==> src/design/gra_pkg.sv <==
// Package: command codes and configuration indices for the grid rectangle allocator.
`timescale 1ns / 1ps
package gra_pkg;
  localparam logic [2:0] CMD_PLACE = 3'd0;
  localparam logic [2:0] CMD_FIT = 3'd1;
  localparam logic [2:0] CMD_REMOVE = 3'd2;
  localparam logic [2:0] CMD_FIND = 3'd3;
  localparam logic [2:0] CMD_CHECK = 3'd4;
  localparam logic CFG_COLS = 1'b0;
  localparam logic CFG_ROWS = 1'b1;
endpackage

==> src/design/gra_if.sv <==
// Interfaces: request, result and configuration channels.
`timescale 1ns / 1ps
interface gra_req_if #(parameter int ID_BITS = 8);
  logic valid;
  logic ready;
  logic [2:0] cmd;
  logic [ID_BITS-1:0] item_id;
  logic [3:0] item_width;
  logic [3:0] item_height;
  logic [7:0] cell_index;
  modport source(output valid, cmd, item_id, item_width, item_height, cell_index, input ready);
  modport sink(input valid, cmd, item_id, item_width, item_height, cell_index, output ready);
endinterface

interface gra_rsp_if;
  logic valid;
  logic ready;
  logic ok;
  logic [7:0] placed_index;
  logic rotated;
  modport source(output valid, ok, placed_index, rotated, input ready);
  modport sink(input valid, ok, placed_index, rotated, output ready);
endinterface

interface gra_cfg_if;
  logic valid;
  logic ready;
  logic index;
  logic [4:0] data;
  modport source(output valid, index, data, input ready);
  modport sink(input valid, index, data, output ready);
endinterface

==> src/design/grid_rectangle_allocator_unit.sv <==
// Top level: grid rectangle allocator with sequencer around the cell memory.
//
// Usage: requests arrive on req (cmd, item_id, item_width, item_height,
// cell_index); each request yields one transfer on rsp (ok, placed_index,
// rotated). The user must write the grid size on cfg (index 0 columns,
// index 1 rows) only while idle; the block itself does not enforce it.
// One request is handled at a time; req.ready is high only when idle.
// Operation: place/check first split cell_index into column and row, one
// grid row per step above the start cell, then probe the covered cells
// with one memory read each; place then fills the rectangle. Remove and
// find walk the live cells. First fit tries each start index in raster
// order, probing the covered cells (one memory read each), then fills the
// rectangle, and may repeat the scan with width and height swapped. The
// single memory port serialises every read and write.
// Reset: a clearing pass writes zero to every cell, one per cycle; no
// request is accepted during the pass.
// The result sits in an output register until rsp.ready; while it waits the
// block takes no new request.
module grid_rectangle_allocator_unit #(
  parameter int MAX_COLS = 16,
  parameter int MAX_ROWS = 16,
  parameter int ID_BITS = 8,
  parameter int MAX_ITEM_DIM = 8
) (
  input logic clk,
  input logic rst,
  gra_req_if.sink req,
  gra_rsp_if.source rsp,
  gra_cfg_if.sink cfg
);
  localparam int CELLS = MAX_COLS * MAX_ROWS;
  localparam int AW = (CELLS > 1) ? $clog2(CELLS) : 1;

  typedef enum logic [3:0] {
    S_CLEAR, S_IDLE, S_DIV, S_PROBE, S_WAIT, S_TEST, S_FILL, S_SCAN, S_SWAIT, S_STEST,
    S_DONE
  } state_t;

  state_t state;
  logic [4:0] cols_reg, rows_reg;
  logic [2:0] cmd;
  logic [ID_BITS-1:0] id;
  logic [4:0] w, h;
  logic [7:0] start;
  logic [4:0] sx, sy;   // start position
  logic [4:0] dx, dy;   // offset within rectangle
  logic [8:0] scan;
  logic rot;
  logic ok;
  logic [7:0] placed_index;
  logic rotated;
  logic rsp_valid;

  // effective grid size
  logic [4:0] ec, er;
  logic [9:0] live;
  always_comb begin
    ec = (cols_reg == 5'd0) ? 5'd1 :
         (cols_reg > 5'(MAX_COLS)) ? 5'(MAX_COLS) : cols_reg;
    er = (rows_reg == 5'd0) ? 5'd1 :
         (rows_reg > 5'(MAX_ROWS)) ? 5'(MAX_ROWS) : rows_reg;
    live = 10'(ec) * 10'(er);
  end

  // memory port
  logic we;
  logic [AW-1:0] addr;
  logic [ID_BITS-1:0] wdata, rdata;
  logic [11:0] cell_lin;
  assign cell_lin = 12'(sx + dx) + 12'(sy + dy) * 12'(ec);

  gra_ram #(.WIDTH(ID_BITS), .DEPTH(CELLS)) u_ram (
    .clk(clk), .we(we), .addr(addr), .wdata(wdata), .rdata(rdata));

  always_comb begin
    we = 1'b0;
    wdata = '0;
    addr = AW'(cell_lin % 12'(CELLS));
    unique case (state)
      S_CLEAR: begin
        we = 1'b1;
        addr = AW'(scan);
      end
      S_FILL: begin
        we = 1'b1;
        wdata = id;
      end
      S_SCAN, S_SWAIT: addr = AW'(scan);
      S_STEST: begin
        addr = AW'(scan);
        we = (cmd == gra_pkg::CMD_REMOVE) && (rdata == id);
      end
      default: ;
    endcase
  end

  assign req.ready = (state == S_IDLE);
  assign cfg.ready = 1'b1;
  assign rsp.valid = rsp_valid;
  assign rsp.ok = ok;
  assign rsp.placed_index = placed_index;
  assign rsp.rotated = rotated;

  logic dims_ok;
  assign dims_ok = (req.item_width != 4'd0) && (req.item_height != 4'd0) &&
                   (req.item_width <= 4'(MAX_ITEM_DIM)) &&
                   (req.item_height <= 4'(MAX_ITEM_DIM));

  // start fits within grid
  logic bounds_ok;
  assign bounds_ok = (6'(sx) + 6'(w) <= 6'(ec)) && (6'(sy) + 6'(h) <= 6'(er));

  // last start position reached for first fit
  logic last_start;
  assign last_start = (10'(sy) * 10'(ec) + 10'(sx) + 10'd1) >= live;

  always_ff @(posedge clk) begin
    if (rst) begin
      state <= S_CLEAR;
      scan <= '0;
      cols_reg <= 5'd16;
      rows_reg <= 5'd16;
      rsp_valid <= 1'b0;
    end else begin
      if (cfg.valid) begin
        if (cfg.index == gra_pkg::CFG_COLS) cols_reg <= cfg.data;
        else rows_reg <= cfg.data;
      end
      unique case (state)
        S_CLEAR: begin
          scan <= scan + 9'd1;
          if (scan == 9'(CELLS - 1)) state <= S_IDLE;
        end
        S_IDLE: begin
          if (req.valid) begin
            cmd <= req.cmd;
            id <= req.item_id;
            w <= 5'(req.item_width);
            h <= 5'(req.item_height);
            start <= req.cell_index;
            sx <= '0;
            sy <= '0;
            dx <= '0;
            dy <= '0;
            scan <= '0;
            rot <= 1'b0;
            ok <= 1'b0;
            placed_index <= '0;
            rotated <= 1'b0;
            state <= S_DONE;
            if (req.item_id != '0) begin
              priority case (req.cmd)
                gra_pkg::CMD_PLACE, gra_pkg::CMD_CHECK: begin
                  if (dims_ok && 9'(req.cell_index) < 9'(live)) begin
                    scan <= 9'(req.cell_index);
                    state <= S_DIV;
                  end
                end
                gra_pkg::CMD_FIT: begin
                  if (dims_ok) state <= S_PROBE;
                end
                gra_pkg::CMD_REMOVE, gra_pkg::CMD_FIND: state <= S_SCAN;
                default: ;
              endcase
            end
          end
        end
        S_DIV: begin
          // split the start index into column and row, one row per cycle
          if (scan >= 9'(ec)) begin
            scan <= scan - 9'(ec);
            sy <= sy + 5'd1;
          end else begin
            sx <= 5'(scan);
            state <= S_PROBE;
          end
        end
        S_PROBE: begin
          // bounds check; on success read the first cell, else next start, rotate or finish
          dx <= '0;
          dy <= '0;
          if (bounds_ok) state <= S_WAIT;
          else if (cmd == gra_pkg::CMD_FIT && !last_start) begin
            if (sx + 5'd1 >= ec) begin
              sx <= '0;
              sy <= sy + 5'd1;
            end else sx <= sx + 5'd1;
          end else if (cmd == gra_pkg::CMD_FIT && !rot) begin
            rot <= 1'b1;
            w <= h;
            h <= w;
            sx <= '0;
            sy <= '0;
          end else state <= S_DONE;
        end
        S_WAIT: state <= S_TEST;
        S_TEST: begin
          if (rdata != '0) begin
            if (cmd == gra_pkg::CMD_FIT && !last_start) begin
              if (sx + 5'd1 >= ec) begin
                sx <= '0;
                sy <= sy + 5'd1;
              end else sx <= sx + 5'd1;
              state <= S_PROBE;
            end else if (cmd == gra_pkg::CMD_FIT && !rot) begin
              rot <= 1'b1;
              w <= h;
              h <= w;
              sx <= '0;
              sy <= '0;
              state <= S_PROBE;
            end else state <= S_DONE;
          end else if (dx + 5'd1 < w) begin
            dx <= dx + 5'd1;
            state <= S_WAIT;
          end else if (dy + 5'd1 < h) begin
            dx <= '0;
            dy <= dy + 5'd1;
            state <= S_WAIT;
          end else begin
            ok <= 1'b1;
            dx <= '0;
            dy <= '0;
            if (cmd == gra_pkg::CMD_CHECK) state <= S_DONE;
            else begin
              placed_index <= (cmd == gra_pkg::CMD_FIT) ?
                8'(10'(sy) * 10'(ec) + 10'(sx)) : start;
              rotated <= rot;
              state <= S_FILL;
            end
          end
        end
        S_FILL: begin
          if (dx + 5'd1 < w) dx <= dx + 5'd1;
          else if (dy + 5'd1 < h) begin
            dx <= '0;
            dy <= dy + 5'd1;
          end else state <= S_DONE;
        end
        S_SCAN: state <= S_SWAIT;
        S_SWAIT: state <= S_STEST;
        S_STEST: begin
          if (rdata == id) ok <= 1'b1;
          if ((rdata == id && cmd == gra_pkg::CMD_FIND) ||
              10'(scan) + 10'd1 >= live || scan + 9'd1 >= 9'(CELLS)) state <= S_DONE;
          else begin
            scan <= scan + 9'd1;
            state <= S_SCAN;
          end
        end
        S_DONE: begin
          if (!rsp_valid) begin
            rsp_valid <= 1'b1;
          end else if (rsp.ready) begin
            rsp_valid <= 1'b0;
            state <= S_IDLE;
          end
        end
        default: state <= S_IDLE;
      endcase
    end
  end
endmodule

==> src/design/gra_ram.sv <==
// Generic single-port RAM with registered read.
`timescale 1ns / 1ps
module gra_ram #(
  parameter int WIDTH = 8,
  parameter int DEPTH = 256
) (
  input  logic clk,
  input  logic we,
  input  logic [$clog2(DEPTH)-1:0] addr,
  input  logic [WIDTH-1:0] wdata,
  output logic [WIDTH-1:0] rdata
);
  logic [WIDTH-1:0] mem [DEPTH];
  always_ff @(posedge clk) begin
    if (we) mem[addr] <= wdata;
    rdata <= mem[addr];
  end
endmodule

==> src/flat_wrapper.sv <==
// flat-port wrapper written by rule: the top's interface ports become plain ports
module grid_rectangle_allocator_unit_flat 
#(
  parameter int MAX_COLS = 16,
  parameter int MAX_ROWS = 16,
  parameter int ID_BITS = 8,
  parameter int MAX_ITEM_DIM = 8
)
  (clk, rst, req_valid, req_cmd, req_item_id, req_item_width, req_item_height, req_cell_index, req_ready, rsp_valid, rsp_ok, rsp_placed_index, rsp_rotated, rsp_ready, cfg_valid, cfg_index, cfg_data, cfg_ready);
  gra_req_if #(.ID_BITS(ID_BITS)) req_i ();
  gra_rsp_if rsp_i ();
  gra_cfg_if cfg_i ();
  input logic clk;
  input logic rst;
  input wire logic [$bits(req_i.valid)-1:0] req_valid;
  input wire logic [$bits(req_i.cmd)-1:0] req_cmd;
  input wire logic [$bits(req_i.item_id)-1:0] req_item_id;
  input wire logic [$bits(req_i.item_width)-1:0] req_item_width;
  input wire logic [$bits(req_i.item_height)-1:0] req_item_height;
  input wire logic [$bits(req_i.cell_index)-1:0] req_cell_index;
  output wire logic [$bits(req_i.ready)-1:0] req_ready;
  output wire logic [$bits(rsp_i.valid)-1:0] rsp_valid;
  output wire logic [$bits(rsp_i.ok)-1:0] rsp_ok;
  output wire logic [$bits(rsp_i.placed_index)-1:0] rsp_placed_index;
  output wire logic [$bits(rsp_i.rotated)-1:0] rsp_rotated;
  input wire logic [$bits(rsp_i.ready)-1:0] rsp_ready;
  input wire logic [$bits(cfg_i.valid)-1:0] cfg_valid;
  input wire logic [$bits(cfg_i.index)-1:0] cfg_index;
  input wire logic [$bits(cfg_i.data)-1:0] cfg_data;
  output wire logic [$bits(cfg_i.ready)-1:0] cfg_ready;
  assign req_i.valid = req_valid;
  assign req_i.cmd = req_cmd;
  assign req_i.item_id = req_item_id;
  assign req_i.item_width = req_item_width;
  assign req_i.item_height = req_item_height;
  assign req_i.cell_index = req_cell_index;
  assign req_ready = req_i.ready;
  assign rsp_valid = rsp_i.valid;
  assign rsp_ok = rsp_i.ok;
  assign rsp_placed_index = rsp_i.placed_index;
  assign rsp_rotated = rsp_i.rotated;
  assign rsp_i.ready = rsp_ready;
  assign cfg_i.valid = cfg_valid;
  assign cfg_i.index = cfg_index;
  assign cfg_i.data = cfg_data;
  assign cfg_ready = cfg_i.ready;
  grid_rectangle_allocator_unit #(.MAX_COLS(MAX_COLS), .MAX_ROWS(MAX_ROWS), .ID_BITS(ID_BITS), .MAX_ITEM_DIM(MAX_ITEM_DIM)) u_core (.clk(clk), .rst(rst), .req(req_i), .rsp(rsp_i), .cfg(cfg_i));
endmodule
==> config.mk <==
export PLATFORM = sky130hd
export DESIGN_NAME = grid_rectangle_allocator_unit_flat
export DESIGN_NICKNAME = d
export VERILOG_FILES = /design/src/design/gra_pkg.sv /design/src/design/gra_if.sv /design/src/design/grid_rectangle_allocator_unit.sv /design/src/design/gra_ram.sv /design/src/flat_wrapper.sv
export SDC_FILE = /design/constraint.sdc
export NUM_CORES = 2
export LEC_CHECK = 0
export BUFFER_PORTS_ARGS = -buffer_cell sky130_fd_sc_hd__buf_2
export CORE_ASPECT_RATIO = 1.5
export CORE_MARGIN = 10
export CORE_UTILIZATION = 57
export DETAILED_ROUTE_END_ITERATION = 6
export PLACE_DENSITY = 0.79
export SLEW_MARGIN = 5
export SYNTH_ARGS = -nofsm -noshare
export SYNTH_HDL_FRONTEND = slang
export SYNTH_SLANG_ARGS = --single-unit
==> constraint.sdc <==
create_clock -name clk -period 6.1 [get_ports clk]
set_input_delay 1.22 -clock clk [delete_from_list [all_inputs] [get_ports clk]]
set_output_delay 1.22 -clock clk [all_outputs]
set_load 0.02 [all_outputs]
* After elaboration in Yosys (flattened, before gate mapping) *
Memories as Yosys holds them, arrays and structs flattened. A register that Yosys moved wholly into a read port is not among the register bits.
Index checks and enable logic that the tools add are counted.

storage, ports and cells
  ROM bits = 0
  memories kept = 1
  logic and storage cells = 236
  RAM bits = 2048
  register bits = 84
  bits in latches = 0
  output and inout bits = 13

memories
  memory            words  width  rd ports  clocked after memory_dff  write ports  RTL line       source
  u_core.u_ram.mem  256    8      1         1                         1            gra_ram.sv:13  logic [WIDTH-1:0] mem [DEPTH];

cells by class
  bitwise logic cells = 2
  divide/modulo/power cells = 0
  multipliers = 3
  shift operators = 0
  reduce and logical (&&, ||, !) cells = 43
  eq/ne operators = 40
  add/subtract/negate cells = 14
  $lt $le $gt $ge = 14
  multiplexer cells = 101

operator list
  cell                                                    count
  two-way mux 5 bit                                       36
  two-way mux 4 bit                                       20
  one-hot mux 5 bit (4 select lines)                      4
  two-way mux 8 bit                                       9
  two-way mux 9 bit                                       5
  one-hot mux 4 bit (11 select lines)                     1
  one-hot mux 9 bit (4 select lines)                      1
  one-hot mux 5 bit (3 select lines)                      2
  adder 5 x 5 -> 6 bit                                    4
  inequality test 2 bit (second input constant)           11
  AND reduction 7 bit                                     3
  adder 5 x 1 -> 5 bit (second input constant)            4
  >= comparator 10 bit                                    2
  multiplier 5 x 5 -> 10 bit                              2
  nonzero test 4 bit                                      5
  two-way mux 1 bit                                       17
  == test 4 x 3 -> 1 bit (second input constant)          4
  one-hot mux 8 bit (2 select lines)                      1
  nonzero test 8 bit                                      2
  == test 3 x 2 -> 1 bit (second input constant)          4
  == test 4 bit (second input constant)                   3
  <= comparator 6 x 5 -> 1 bit                            2
  multiplier 12 x 5 -> 8 bit                              1
  inequality test 2 x 1 -> 1 bit (second input constant)  6
  other kinds (41)                                        68

* Longest topological paths before layout *
  depth in word-level cells = 12
  mapped depth = 28

* By module *
A second synthesis with hierarchy kept.

unflattened totals
  cells, all modules = 4574
  area, all modules = 87670.3 um^2

modules (own cells, without submodules)
  module                         cells an instance  area an instance (um^2)  times used
  gra_ram                        3547               78492.8                  1
  grid_rectangle_allocator_unit  1027               9177.6                   1

* Worst setup path after synthesis *
OpenSTA, ideal clock, no wires.

  path type = reg2reg
  start = reg u_core.sy[0]
  end = mem u_core.u_ram.mem[38][0] (enable)
  cell stages (with the launch flop) = 22
  setup time = 0.370 ns
  setup slack = -0.323 ns
  clock period less this slack = 6.423 ns
  arrival time = 6.053 ns
  cells stage by stage = edfxtp_1 > ha_1 > fa_1 > a21o_1 > a21oi_2 > xnor2_1 > nand2_1 > fa_1 > inv_1 > fa_1 > fa_1 > ha_1 > nor2_1 > nor3b_2 > o22ai_1 > xor2_1 > o211a_1 > o31a_1 > clkbuf_1 > nand3_1 > clkbuf_1 > nor2_1

on the way
  cells in the longest elaborated chain, start to end = 4

RTL lines
  what                        RTL line                              source
  start: declaration          grid_rectangle_allocator_unit.sv:45   logic [4:0] sx, sy;
  start signal: assignment    grid_rectangle_allocator_unit.sv:172  sy <= sy + 5'd1;
  start signal: assignment    grid_rectangle_allocator_unit.sv:186  sy <= sy + 5'd1;
  start signal: assignment    grid_rectangle_allocator_unit.sv:202  sy <= sy + 5'd1;
  adder 5 x 5 -> 6 bit        grid_rectangle_allocator_unit.sv:70   assign cell_lin = 12'(sx + dx) + 12'(sy + dy) * 12'(ec);
  multiplier 12 x 5 -> 8 bit  grid_rectangle_allocator_unit.sv:70
  adder 8 bit                 grid_rectangle_allocator_unit.sv:70
  two-way mux 8 bit           grid_rectangle_allocator_unit.sv:79   unique case (state)
  end: declaration            gra_ram.sv:13

No other way between the ends.

* Worst setup path after layout *
  start = reg u_core.dy[0]
  end = reg u_core.u_ram.rdata[5] (read register of u_core.u_ram.mem)

on the way
  cells in the longest elaborated chain, start to end = 4

RTL lines
  what                        RTL line                              source
  start: declaration          grid_rectangle_allocator_unit.sv:46   logic [4:0] dx, dy;
  start signal: assignment    grid_rectangle_allocator_unit.sv:218  dy <= dy + 5'd1;
  start signal: assignment    grid_rectangle_allocator_unit.sv:237  dy <= dy + 5'd1;
  adder 5 x 5 -> 6 bit        grid_rectangle_allocator_unit.sv:70
  multiplier 12 x 5 -> 8 bit  grid_rectangle_allocator_unit.sv:70
  adder 8 bit                 grid_rectangle_allocator_unit.sv:70
  two-way mux 8 bit           grid_rectangle_allocator_unit.sv:79
  end: declaration            gra_ram.sv:11                         output logic [WIDTH-1:0] rdata

No other way between the ends.
A chain may end at the register's enable or synchronous reset.

==> flow_summary.toml <==
[run_status]
status = "complete, but fails checks"
violations = "DRC, setup timing"

[worst_hold_path]
worstHoldPathCells = 2
hp-class = "register to register"
hold_end = "u_core.rows_reg[0]"
hp-start = "u_core.rows_reg[0]"

[synthesis]
yosysWarnings = 0
yosysMostFrequentCell = "edfxtp_1"
synth_top_family_by_area = "simple AND/OR/NAND/NOR gates"
syn_inst = 7292
async_flop_share_pct = 0
synth_common_cells = "2108 x edfxtp_1, 1797 x nand2_1, 752 x nand3_1"
ys_ff_latch = 2140
yosysSeqAreaShare_pct = 69.6
syn-num-nets = 7503
muxShareOfSynthArea_pct = 1.81
synth.distinct_cells = 97
synth_edf_count = 2108
synthTopCellsByArea = "edfxtp_1 69%, nand2_1 7.3%, nand3_1 4.1%"
synth-compound-area-share_pct = 7.35
synth_flop_cell = "edfxtp_1"
synth_top_area_share_pct = 68.9
syn_area_mm2 = 0.0918
synth-simple-area-share_pct = 14.9
synth_top_area_cell = "edfxtp_1"
synth-adder-area-share_pct = 2.72
synthXorXnorAreaFrac_pct = 0.687
postSynthAreaPerCell_um2 = 12.6

[die]
io_pins = 51
die_h_um = 512
dieArea_mm2 = 0.178
die_w_um = 348
coreArea_mm2 = 0.160
rows = 180
start_util_pct = 57.3

[finish]
syn_to_final_growth_pct = 20.6
fillers = 10100
num-nets-final = 8254
top_register = "u_core.u_ram.mem"
top_regs = "u_core.u_ram.mem x2048, u_core.scan x9"
fin_area_mm2 = 0.111
largest_reg_flops = 2048
drive_above_1_share_pct = 20.3
fin_cells = 10300

[place]
place.gp.congestion = 0.998
numPortBuffers = 49
dpl.hpwl_um = 200000
placed_area_mm2 = 0.102
dp_slack_ns = -1.08
dp_cells = 9840

[worst_setup_path]
crit_required_ns = 6.84
slowest_delay_ns = 1.09
r2r_slack_ns = -0.30
timing.rr.end = "u_core.u_ram.rdata[5]"
reg2reg_from = "u_core.dy[0]"
path_buf_inv = 6
path_max_fanout = 29
arrival_ns = 7.14
crit_family = "simple AND/OR/NAND/NOR gates"
cp_cell_sequence = "ha_4 -> fa_2 -> nand2_1 -> fa_1 -> inv_1 -> ha_1 -> inv_1 -> mux2i_1 -> and2_1 -> nor2_4 -> buf_12 -> buf_4 -> nand3_1 -> a32oi_1 -> buf_4 -> nand3_1 -> buf_4 -> a22oi_2 -> o211ai_1 -> or4b_1"
cp_common_cell = "buf_4"
crit_path_end_kind = "register"
critPathKind = "register to register"
start_kind = "register"
worstRegToRegCells = 20
crit_path_top_delay_cell = "nor2_4"

[pwr]
ir_worst_vdd_mv = 0.435
power.density_mw_per_mm2 = 457
leakage_nw = 40.1

[global_routing]
grt_util_met2_pct = 54.8
use_met3_pct = 8.15
antenna_found_initial = 13
grt.total_usage_pct = 33.8
grt_busiest_layer = "met2"
gr-total-overflow = 0
grt_max_degree = 140
met1_usage_pct = 37.5
grt_pass1_wl_um = 443000
grt_pass1_vias = 66500

[sta]
max_slew.worst_pin.slew_ns = 1.39
hold-worst-slack_ns = 0.471
post-route-period-util_pct = 105
period_needed_ns = 6.40
setup_viol_count_final = 47
timing.slew.headroom_pct = 7.10
layout_setup_ws_ns = -0.296
rsz0062_at_grt = "yes"
clock.fmax_mhz = 156
hold_viol = 0
maxSlewViolCount = 0
clock_skew_ns = 0.0338

[clock_network]
cts_buffers = 184
cts-root-buf = "clkbuf_16"
clkLatencyLatePin_ns = 0.87
clockBufferDepth = 3
htreeDepth = 4
cts.clk_slew.worst_paths_ns = 0.07
cts.sink_count = 2140
cts-hold-fix-buffers = 0
cts_tree = "built"

[detailed_routing]
drt_iter0_markers = 11600
drtAntennaViolNets = 0
drcViolationCount = 5
drt-total-wl_um = 312000
firstDrtPassIters = 7
vias_per_cell = 6.66
wire_per_inst_um = 30.3
vias = 68500

[job]
drv_cap = 0
[tightest hold or removal path, delay by kind of cell (launching register included)]
kind,cells,cell delay [ns]
simple gates,1,0.05
compound gates,1,0.06
flops,1,0.31
[report_power, final]
group,switching [mW],internal [mW]
logic,14.8,7.45
clock network,5.40,6.45
registers,0.218,16.3
[final cells by class]
| type | count | area [µm²] | area share, % |
|---|---|---|---|
| Sequential cell | 2140 | 63900 | 57.7 |
| Multi-Input combinational cell | 4581 | 27500 | 24.8 |
| Timing Repair Buffer | 1031 | 10300 | 9.31 |
| Clock buffer | 226 | 4800 | 4.34 |
| Tap cell | 2093 | 2620 | 2.36 |
| Clock inverter | 111 | 1180 | 1.06 |
| Inverter | 105 | 394 | 0.356 |
| Antenna cell | 9 | 22.5 | 0.0203 |
[routing by layer]
metal / vias up / routed length, µm
met3: 1495 / 36400
met5: - / 91
met4: 14 / 32800
li1: 28300 / -
met2: 5692 / 148000
met1: 33000 / 94800
[cells by family after synthesis]
kind of cell / count (synthesis)
buffers and inverters: 571
multiplexers: 163
other: 1
AO/OA/AOI/OAI: 972
AND/OR/NAND/NOR: 3200
XOR/XNOR: 72
adder cells (fa/ha/maj): 173
flip-flops: 2140
[worst max path at each step]
stage / from / to / slack [ns] / depth (start not counted)
2_1_floorplan: u_core.cols_reg[1] / u_core.sy[0] / -0.04 / 25
3_3_place_gp: u_core.sy[1] / u_core.u_ram.rdata[5] / -1.03 / 22
3_5_place_dp: u_core.dy[0] / u_core.u_ram.rdata[5] / -1.08 / 22
4_1_cts: u_core.sy[1] / u_core.u_ram.rdata[5] / -0.23 / 25
5_1_grt: u_core.dy[0] / u_core.u_ram.rdata[5] / -0.36 / 22
6_report: u_core.dy[0] / u_core.u_ram.rdata[5] / -0.30 / 20
[layout by cell type (no fill, tap or decap), types with 49 or more instances in the layout]
cell,synthesis,final
inv_1,105,100
nand2_1,1797,1780
a21oi_1,249,224
buf_4,39,697
a32oi_1,56,55
nor2_4,0,121
a22oi_1,121,108
edfxtp_1,2108,2108
mux2i_1,158,158
clkbuf_16,0,189
ha_1,129,120
nand3_1,752,739
buf_12,0,172
a31oi_1,178,174
and3_1,61,56
buf_2,276,49
nor2_1,374,231
buf_6,1,102
[metrics by stage]
stage / util, % / setup TNS, ns / total power, mW
6_report: 69.1 / -2.56 / 50.6
5_1_grt: 69.0 / -88.66 / 51.7
4_1_cts: 68.1 / -16.58 / 48.9
3_5_place_dp: 63.4 / -263.07 / 36.5
3_3_place_gp: 63.4 / -160.37 / 36.1
2_1_floorplan: - / -2.05 / 27.4
[what timing repair did]
action                     in CTS  in global routing
gates resized for setup       219                211
setup endpoints to repair    1575               2030
pin swaps                      83                117
buffers inserted               40                 74
gates cloned                    6                  3
Note: power is estimated with default switching activity, not from simulation.
